===== config.mk =====
export PLATFORM = sky130hd
export DESIGN_NAME = msf_timecode_text_to_frames
export DESIGN_NICKNAME = d
export VERILOG_FILES = /design/src/design/msf_ttf_pkg.sv /design/src/design/msf_ttf_parser.sv /design/src/design/msf_timecode_text_to_frames.sv
export SDC_FILE = /design/constraint.sdc
export NUM_CORES = 1
export LEC_CHECK = 0
export ABC_AREA = 0
export BUFFER_PORTS_ARGS = -buffer_cell sky130_fd_sc_hd__buf_2
export CAP_MARGIN = 20
export CORE_ASPECT_RATIO = 1.5
export CORE_MARGIN = 1.5
export CORE_UTILIZATION = 56
export CTS_CLUSTER_SIZE = 10
export DETAILED_ROUTE_END_ITERATION = 12
export PLACE_DENSITY = 0.74
export RECOVER_POWER = 100
export SETUP_SLACK_MARGIN = 0.15
export SLEW_MARGIN = 0
export SYNTH_ARGS = -nofsm -noshare
export SYNTH_HDL_FRONTEND = slang
export SYNTH_SLANG_ARGS = --single-unit

===== constraint.sdc =====
create_clock -name clk -period 3.35 [get_ports clk]
set_input_delay 0.67 -clock clk [delete_from_list [all_inputs] [get_ports clk]]
set_output_delay 0.67 -clock clk [all_outputs]
set_load 0.02 [all_outputs]

===== src/design/msf_ttf_pkg.sv =====
// Shared types and constants for the MSF timecode text-to-frames block.
// Used by the character parser and the top level; no dependencies.
package msf_ttf_pkg;

  localparam logic [1:0] PHASE_SKIP  = 2'd0;
  localparam logic [1:0] PHASE_GROUP = 2'd1;
  localparam logic [1:0] PHASE_DONE  = 2'd2;

  localparam logic [7:0] CHAR_SPACE = 8'h20;
  localparam logic [7:0] CHAR_TAB   = 8'h09;
  localparam logic [7:0] CHAR_CR    = 8'h0D;
  localparam logic [7:0] CHAR_ZERO  = 8'h30;
  localparam logic [7:0] CHAR_NINE  = 8'h39;
  localparam logic [7:0] CHAR_COLON = 8'h3A;

  localparam logic [6:0] MAX_SECONDS = 7'd59;
  localparam logic [6:0] MAX_FRAMES  = 7'd74;

  typedef struct packed {
    logic       valid;
    logic [6:0] minutes;
    logic [6:0] seconds;
    logic [6:0] frames;
  } msf_grp_t;

endpackage


===== src/design/msf_ttf_parser.sv =====
// Character parser: skips leading whitespace, collects up to three digit groups.
// Emits the group values on the last character of a string. Uses msf_ttf_pkg.
module msf_ttf_parser (
  input  logic                  clk,
  input  logic                  rst_n,
  input  logic                  take,
  input  logic [7:0]            char_byte,
  input  logic                  last,
  output msf_ttf_pkg::msf_grp_t grp
);
  import msf_ttf_pkg::*;

  logic [1:0] phase_r, phase_nxt;
  logic [1:0] gidx_r, gidx_nxt;
  logic [1:0] dcnt_r, dcnt_nxt;
  logic [6:0] gval_r [3];
  logic [6:0] gval_nxt [3];

  logic       is_space;
  logic       is_digit;
  logic [3:0] digit;
  logic [7:0] acc;
  logic [1:0] count;

  assign is_space = (char_byte == CHAR_SPACE) ||
                    (char_byte >= CHAR_TAB && char_byte <= CHAR_CR);
  assign is_digit = (char_byte >= CHAR_ZERO) && (char_byte <= CHAR_NINE);
  assign digit    = 4'(char_byte - CHAR_ZERO);

  always_comb begin
    logic [1:0] ph;
    ph        = phase_r;
    gidx_nxt  = gidx_r;
    dcnt_nxt  = dcnt_r;
    gval_nxt  = gval_r;
    acc       = {1'b0, gval_r[gidx_r]};
    acc       = (acc << 3) + (acc << 1) + {4'd0, digit};
    if (ph == PHASE_SKIP && !is_space) begin
      ph = PHASE_GROUP;
    end
    if (ph == PHASE_GROUP) begin
      if (dcnt_r != 2'd2 && is_digit) begin
        gval_nxt[gidx_r] = acc[6:0];
        dcnt_nxt         = dcnt_r + 2'd1;
      end else if (char_byte == CHAR_COLON && dcnt_r != 2'd0) begin
        if (gidx_r == 2'd2) begin
          ph = PHASE_DONE;
        end else begin
          gidx_nxt = gidx_r + 2'd1;
          dcnt_nxt = 2'd0;
        end
      end else begin
        ph = PHASE_DONE;
      end
    end
    phase_nxt = ph;
  end

  assign count = gidx_nxt + {1'b0, (dcnt_nxt != 2'd0)};

  always_comb begin
    grp.valid   = take && last;
    grp.minutes = '0;
    grp.seconds = '0;
    grp.frames  = '0;
    case (count)
      2'd1: begin
        grp.frames = gval_nxt[0];
      end
      2'd2: begin
        grp.seconds = gval_nxt[0];
        grp.frames  = gval_nxt[1];
      end
      2'd3: begin
        grp.minutes = gval_nxt[0];
        grp.seconds = gval_nxt[1];
        grp.frames  = gval_nxt[2];
      end
      default: begin
        grp.frames = '0;
      end
    endcase
  end

  always_ff @(posedge clk) begin
    if (!rst_n || (take && last)) begin
      phase_r   <= PHASE_SKIP;
      gidx_r    <= '0;
      dcnt_r    <= '0;
      gval_r[0] <= '0;
      gval_r[1] <= '0;
      gval_r[2] <= '0;
    end else if (take) begin
      phase_r <= phase_nxt;
      gidx_r  <= gidx_nxt;
      dcnt_r  <= dcnt_nxt;
      gval_r  <= gval_nxt;
    end
  end

endmodule


===== src/design/msf_timecode_text_to_frames.sv =====
// Top level: CD timecode text to frame count at 75 frames per second.
// After its last character is accepted, a result passes through p1_r, the p2 registers and the output registers.
// Throughput: one character per cycle; the whole pipeline holds while out_valid and out_stall are both high.
// Reset (rst_n low, synchronous) clears the parser and all pipeline valids.
// Depends on msf_ttf_pkg and msf_ttf_parser.
module msf_timecode_text_to_frames (
  input  logic        clk,
  input  logic        rst_n,
  input  logic        in_valid,
  output logic        in_stall,
  input  logic [7:0]  in_char_byte,
  input  logic        in_last,
  output logic        out_valid,
  input  logic        out_stall,
  output logic [18:0] out_frame_count,
  output logic        out_out_of_range
);
  import msf_ttf_pkg::*;

  logic      advance;
  logic      take;
  msf_grp_t  grp;
  msf_grp_t  p1_r;

  logic        p2_valid_r;
  logic [12:0] p2_secs_r;
  logic [6:0]  p2_frames_r;
  logic        p2_err_r;

  logic [12:0] mins13;
  logic [12:0] secs_nxt;
  logic [18:0] secs19;
  logic [18:0] count_nxt;

  assign advance  = !(out_valid && out_stall);
  assign in_stall = !advance;
  assign take     = in_valid && advance;

  msf_ttf_parser u_parser (
    .clk       (clk),
    .rst_n     (rst_n),
    .take      (take),
    .char_byte (in_char_byte),
    .last      (in_last),
    .grp       (grp)
  );

  assign mins13    = {6'd0, p1_r.minutes};
  assign secs_nxt  = (mins13 << 6) - (mins13 << 2) + {6'd0, p1_r.seconds};
  assign secs19    = {6'd0, p2_secs_r};
  assign count_nxt = (secs19 << 6) + (secs19 << 3) + (secs19 << 1) + secs19
                     + {12'd0, p2_frames_r};

  always_ff @(posedge clk) begin
    if (!rst_n) begin
      p1_r.valid <= 1'b0;
      p2_valid_r <= 1'b0;
      out_valid  <= 1'b0;
    end else if (advance) begin
      p1_r.valid       <= grp.valid;
      p2_valid_r       <= p1_r.valid;
      out_valid        <= p2_valid_r;
      p1_r.minutes     <= grp.minutes;
      p1_r.seconds     <= grp.seconds;
      p1_r.frames      <= grp.frames;
      p2_secs_r        <= secs_nxt;
      p2_frames_r      <= p1_r.frames;
      p2_err_r         <= (p1_r.seconds > MAX_SECONDS) || (p1_r.frames > MAX_FRAMES);
      out_frame_count  <= p2_err_r ? '0 : count_nxt;
      out_out_of_range <= p2_err_r;
    end
  end

endmodule


==> results.txt <==
Post-Route WL: 13950 µm
reg2reg start: p2_secs_r[3]
ys async rst share: 0
Synth area leaders: edfxtp_1 (30%), ha_1 (14%), dfxtp_1 (9.6%), fa_1 (9.0%), mux2i_1 (4.3%)
logic gate share of total power: 0.592
DP Cell Count: 799
Final Setup Violations: 13
ANT nets after route: 0
Reg clk slew, reported paths: 0.07 ns
Max-slew headroom: 0.008311
vias: 4688
Synthesized Nets: 694
CTS max path bufs: 2
status: finished with violations
max_cap viols: 0
first-pass GRT wire length: 22030 µm
register-to-register setup slack: -0.45 ns
# clock sinks: 92
core area: 0.01094 mm²
fin crit share: 1.134
synthesis-to-finish area growth: 23.66%
failing checks: setup timing
Synth cell types: 53
pre-CTS WS: -0.3554 ns
register bit count reported by yosys: 92
RePlAce Congestion: 0.9055
worst hold path cell count: 0
CTS tree: built
reg-to-reg endpoint: out_frame_count[13]
Post-synth top flop: edfxtp_1
startpoint class of the critical path: register
fraction of layout cells with a size suffix above 1: 0.2259
sequential power share: 0.252
Max VDD drop: 372.4 µV
# DRC: 0
syn avg cell area: 10.73 µm²
die width: 89.31 µm
Syn Inst Count: 583
list of most frequent post-synthesis cells: ha_1 (70), edfxtp_1 (62), nor2_1 (58)
CTS buffer count: 9
Worst Setup End Kind: register
synthesized area: 0.006257 mm²
initial antenna violation count: 0
GR Overflow Total: 0
Slew Viols, Final: 0
Placed Area: 0.007038 mm²
nets: 792
vias in the first global route: 4900
row cnt: 47
RSZ-0062 raised after global routing: yes
CTS root buffer: clkbuf_16
worst setup margin: -0.4489 ns
Net Sw Frac: 0.3813
final instance area: 0.007737 mm²
Fmax: 263.2 MHz
die area: 0.01183 mm²
vias per inst: 5.628
Initial Util: 0.5721
most numerous cell in the Yosys netlist: ha_1
Fin Clk Skew: 0.009975 ns
GRT Total Usage: 0.2448
net switching power: 2248 µW
Leakage: 0.003232 µW
Worst Path Arrival: 3.86 ns
sequential-to-total area share from yosys stat: 0.3935
DR iter-0 viols: 203
drt wl/cell: 16.75 µm
WP data required: 3.41 ns
worst r2r path cells: 12
Initial DRT Pass Iterations: 4
crit path kind: register to register
Finished Layout Cells: 833
Detailed Place HPWL: 9660 µm
Synth Warn #: 0
number of port buffers: 34
IO Pins: 35
clk_lat worst skew: 0.35 ns
DIE HEIGHT: 132.5 µm
post-layout min period: 3.799 ns
actual slew at the worst max-slew pin: 1.488 ns
internal cell power: 3649 µW
Hold Violations, Final: 0
largest net degree at the start of global routing: 63
Crit Path Max Fanout: 3
share of Yosys cell area claimed by the top area cell type: 0.2975
n_diodes: 0
Pwr Density: 762.2 mW/mm²
number of synthesized flops with an enable pin: 62
hold endpoint: p2_secs_r[0]
H-Tree Depth: 3
area leader, netlist: edfxtp_1
Hold Startpoint: p1_r[7]
Clock power frac: 0.156
HP Class: register to register
-- layout by cell type (no fill, tap or decap), types with 20 or more instances in the layout --
cell type / instances
a211oi_1: 20
a21oi_1: 25
buf_4: 54
clkbuf_1: 29
dfxtp_1: 29
edfxtp_1: 62
fa_1: 24
ha_1: 57
inv_1: 45
mux2i_1: 26
nand2_1: 40
nor2_1: 56
-- cells by family (layout without fill, tap and decap cells) --
family	count (synthesis)	count (layout)	share of synthesized area
AND/OR/NAND/NOR	147	147	0.1164
AO/OA/AOI/OAI	122	122	0.1302
adder cells (fa/ha/maj)	98	98	0.2296
flip-flops	92	92	0.3935
buffers and inverters	66	169	0.04059
multiplexers	31	31	0.05079
XOR/XNOR	27	27	0.03899
-- registers in the layout, indices dropped and copies added, names as in the netlist --
register	cells
out_valid	1
u_parser.phase_r	2
p2_frames_r	7
u_parser.dcnt_r	2
u_parser.gidx_r	2
p2_err_r	1
p1_r	15
u_parser.gval_r	21
p2_secs_r	13
out_out_of_range	1
p2_valid_r	1
out_frame_count	19
mins13	7
-- stage by stage --
step	setup TNS (ns)	util	hold WS, ns	power (µW)
2_1_floorplan	-0.3363	-	0.4003	3271
3_3_place_gp	-1.429	0.6434	0.4042	3975
3_5_place_dp	-2.155	0.6434	0.4062	4074
4_1_cts	-1.952	0.6941	0.4221	5459
5_1_grt	-5.242	0.7074	0.4292	6264
6_report	-3.513	0.7074	0.4302	5897
-- how the worst max path moves through the flow --
stage | slack (ns) | to | start
after floorplan | -0.11 | out_frame_count[17] | p2_secs_r[3]
after global placement | -0.30 | out_frame_count[17] | p2_secs_r[2]
after detailed placement | -0.36 | out_frame_count[17] | p2_secs_r[2]
after CTS | -0.28 | out_frame_count[7] | p2_secs_r[2]
after global routing | -0.51 | out_frame_count[17] | p2_secs_r[0]
final | -0.45 | out_frame_count[13] | p2_secs_r[3]
-- timing repair --
item / in CTS / in global routing
endpoints found under the hold margin: 0 / 0
pin swaps: 13 / 27
hold buffers: 0 / 0
gates resized for setup: 37 / 34
endpoints found under the setup margin: 15 / 28
buffers inserted: 13 / 5
-- critical path: stages, from the launching register on --
cell	delay [ns]
edfxtp_1	0.45
fa_1	0.54
fa_1	0.60
ha_4	0.23
ha_4	0.16
fa_2	0.42
a21oi_4	0.21
o21ai_4	0.13
a31o_4	0.27
a21oi_4	0.18
o21ai_2	0.08
xnor2_1	0.18
nor2_1	0.06
-- power groups by stage --
stage	clock network (µW)	logic (µW)	registers [µW]
after CTS	925	3050	1490
after floorplan	0	1640	1630
after detailed placement	0	2560	1510
after global routing	983	3760	1520
after global placement	0	2470	1510
final	918	3490	1490
-- final cells by class --
class / count / area, µm²
multi-input cells: 425 / 3941
fillers: 792 / 3201
flip-flops and latches: 92 / 2466
repair buffers: 105 / 706.9
clock buffers: 13 / 240.2
well taps: 147 / 183.9
inverters: 48 / 182.7
clock inverters: 3 / 16.27
-- metal layers --
| layer | vias to the layer above | global-route usage | wire, µm |
|---|---|---|---|
| met5 | - | 0 | 0 |
| met4 | 0 | 0.1325 | 705 |
| met3 | 49 | 0.04679 | 395 |
| met2 | 115 | 0.4662 | 8067 |
| met1 | 2247 | 0.2335 | 4783 |
| li1 | 2277 | - | - |
(Power assumes the default switching activity.)
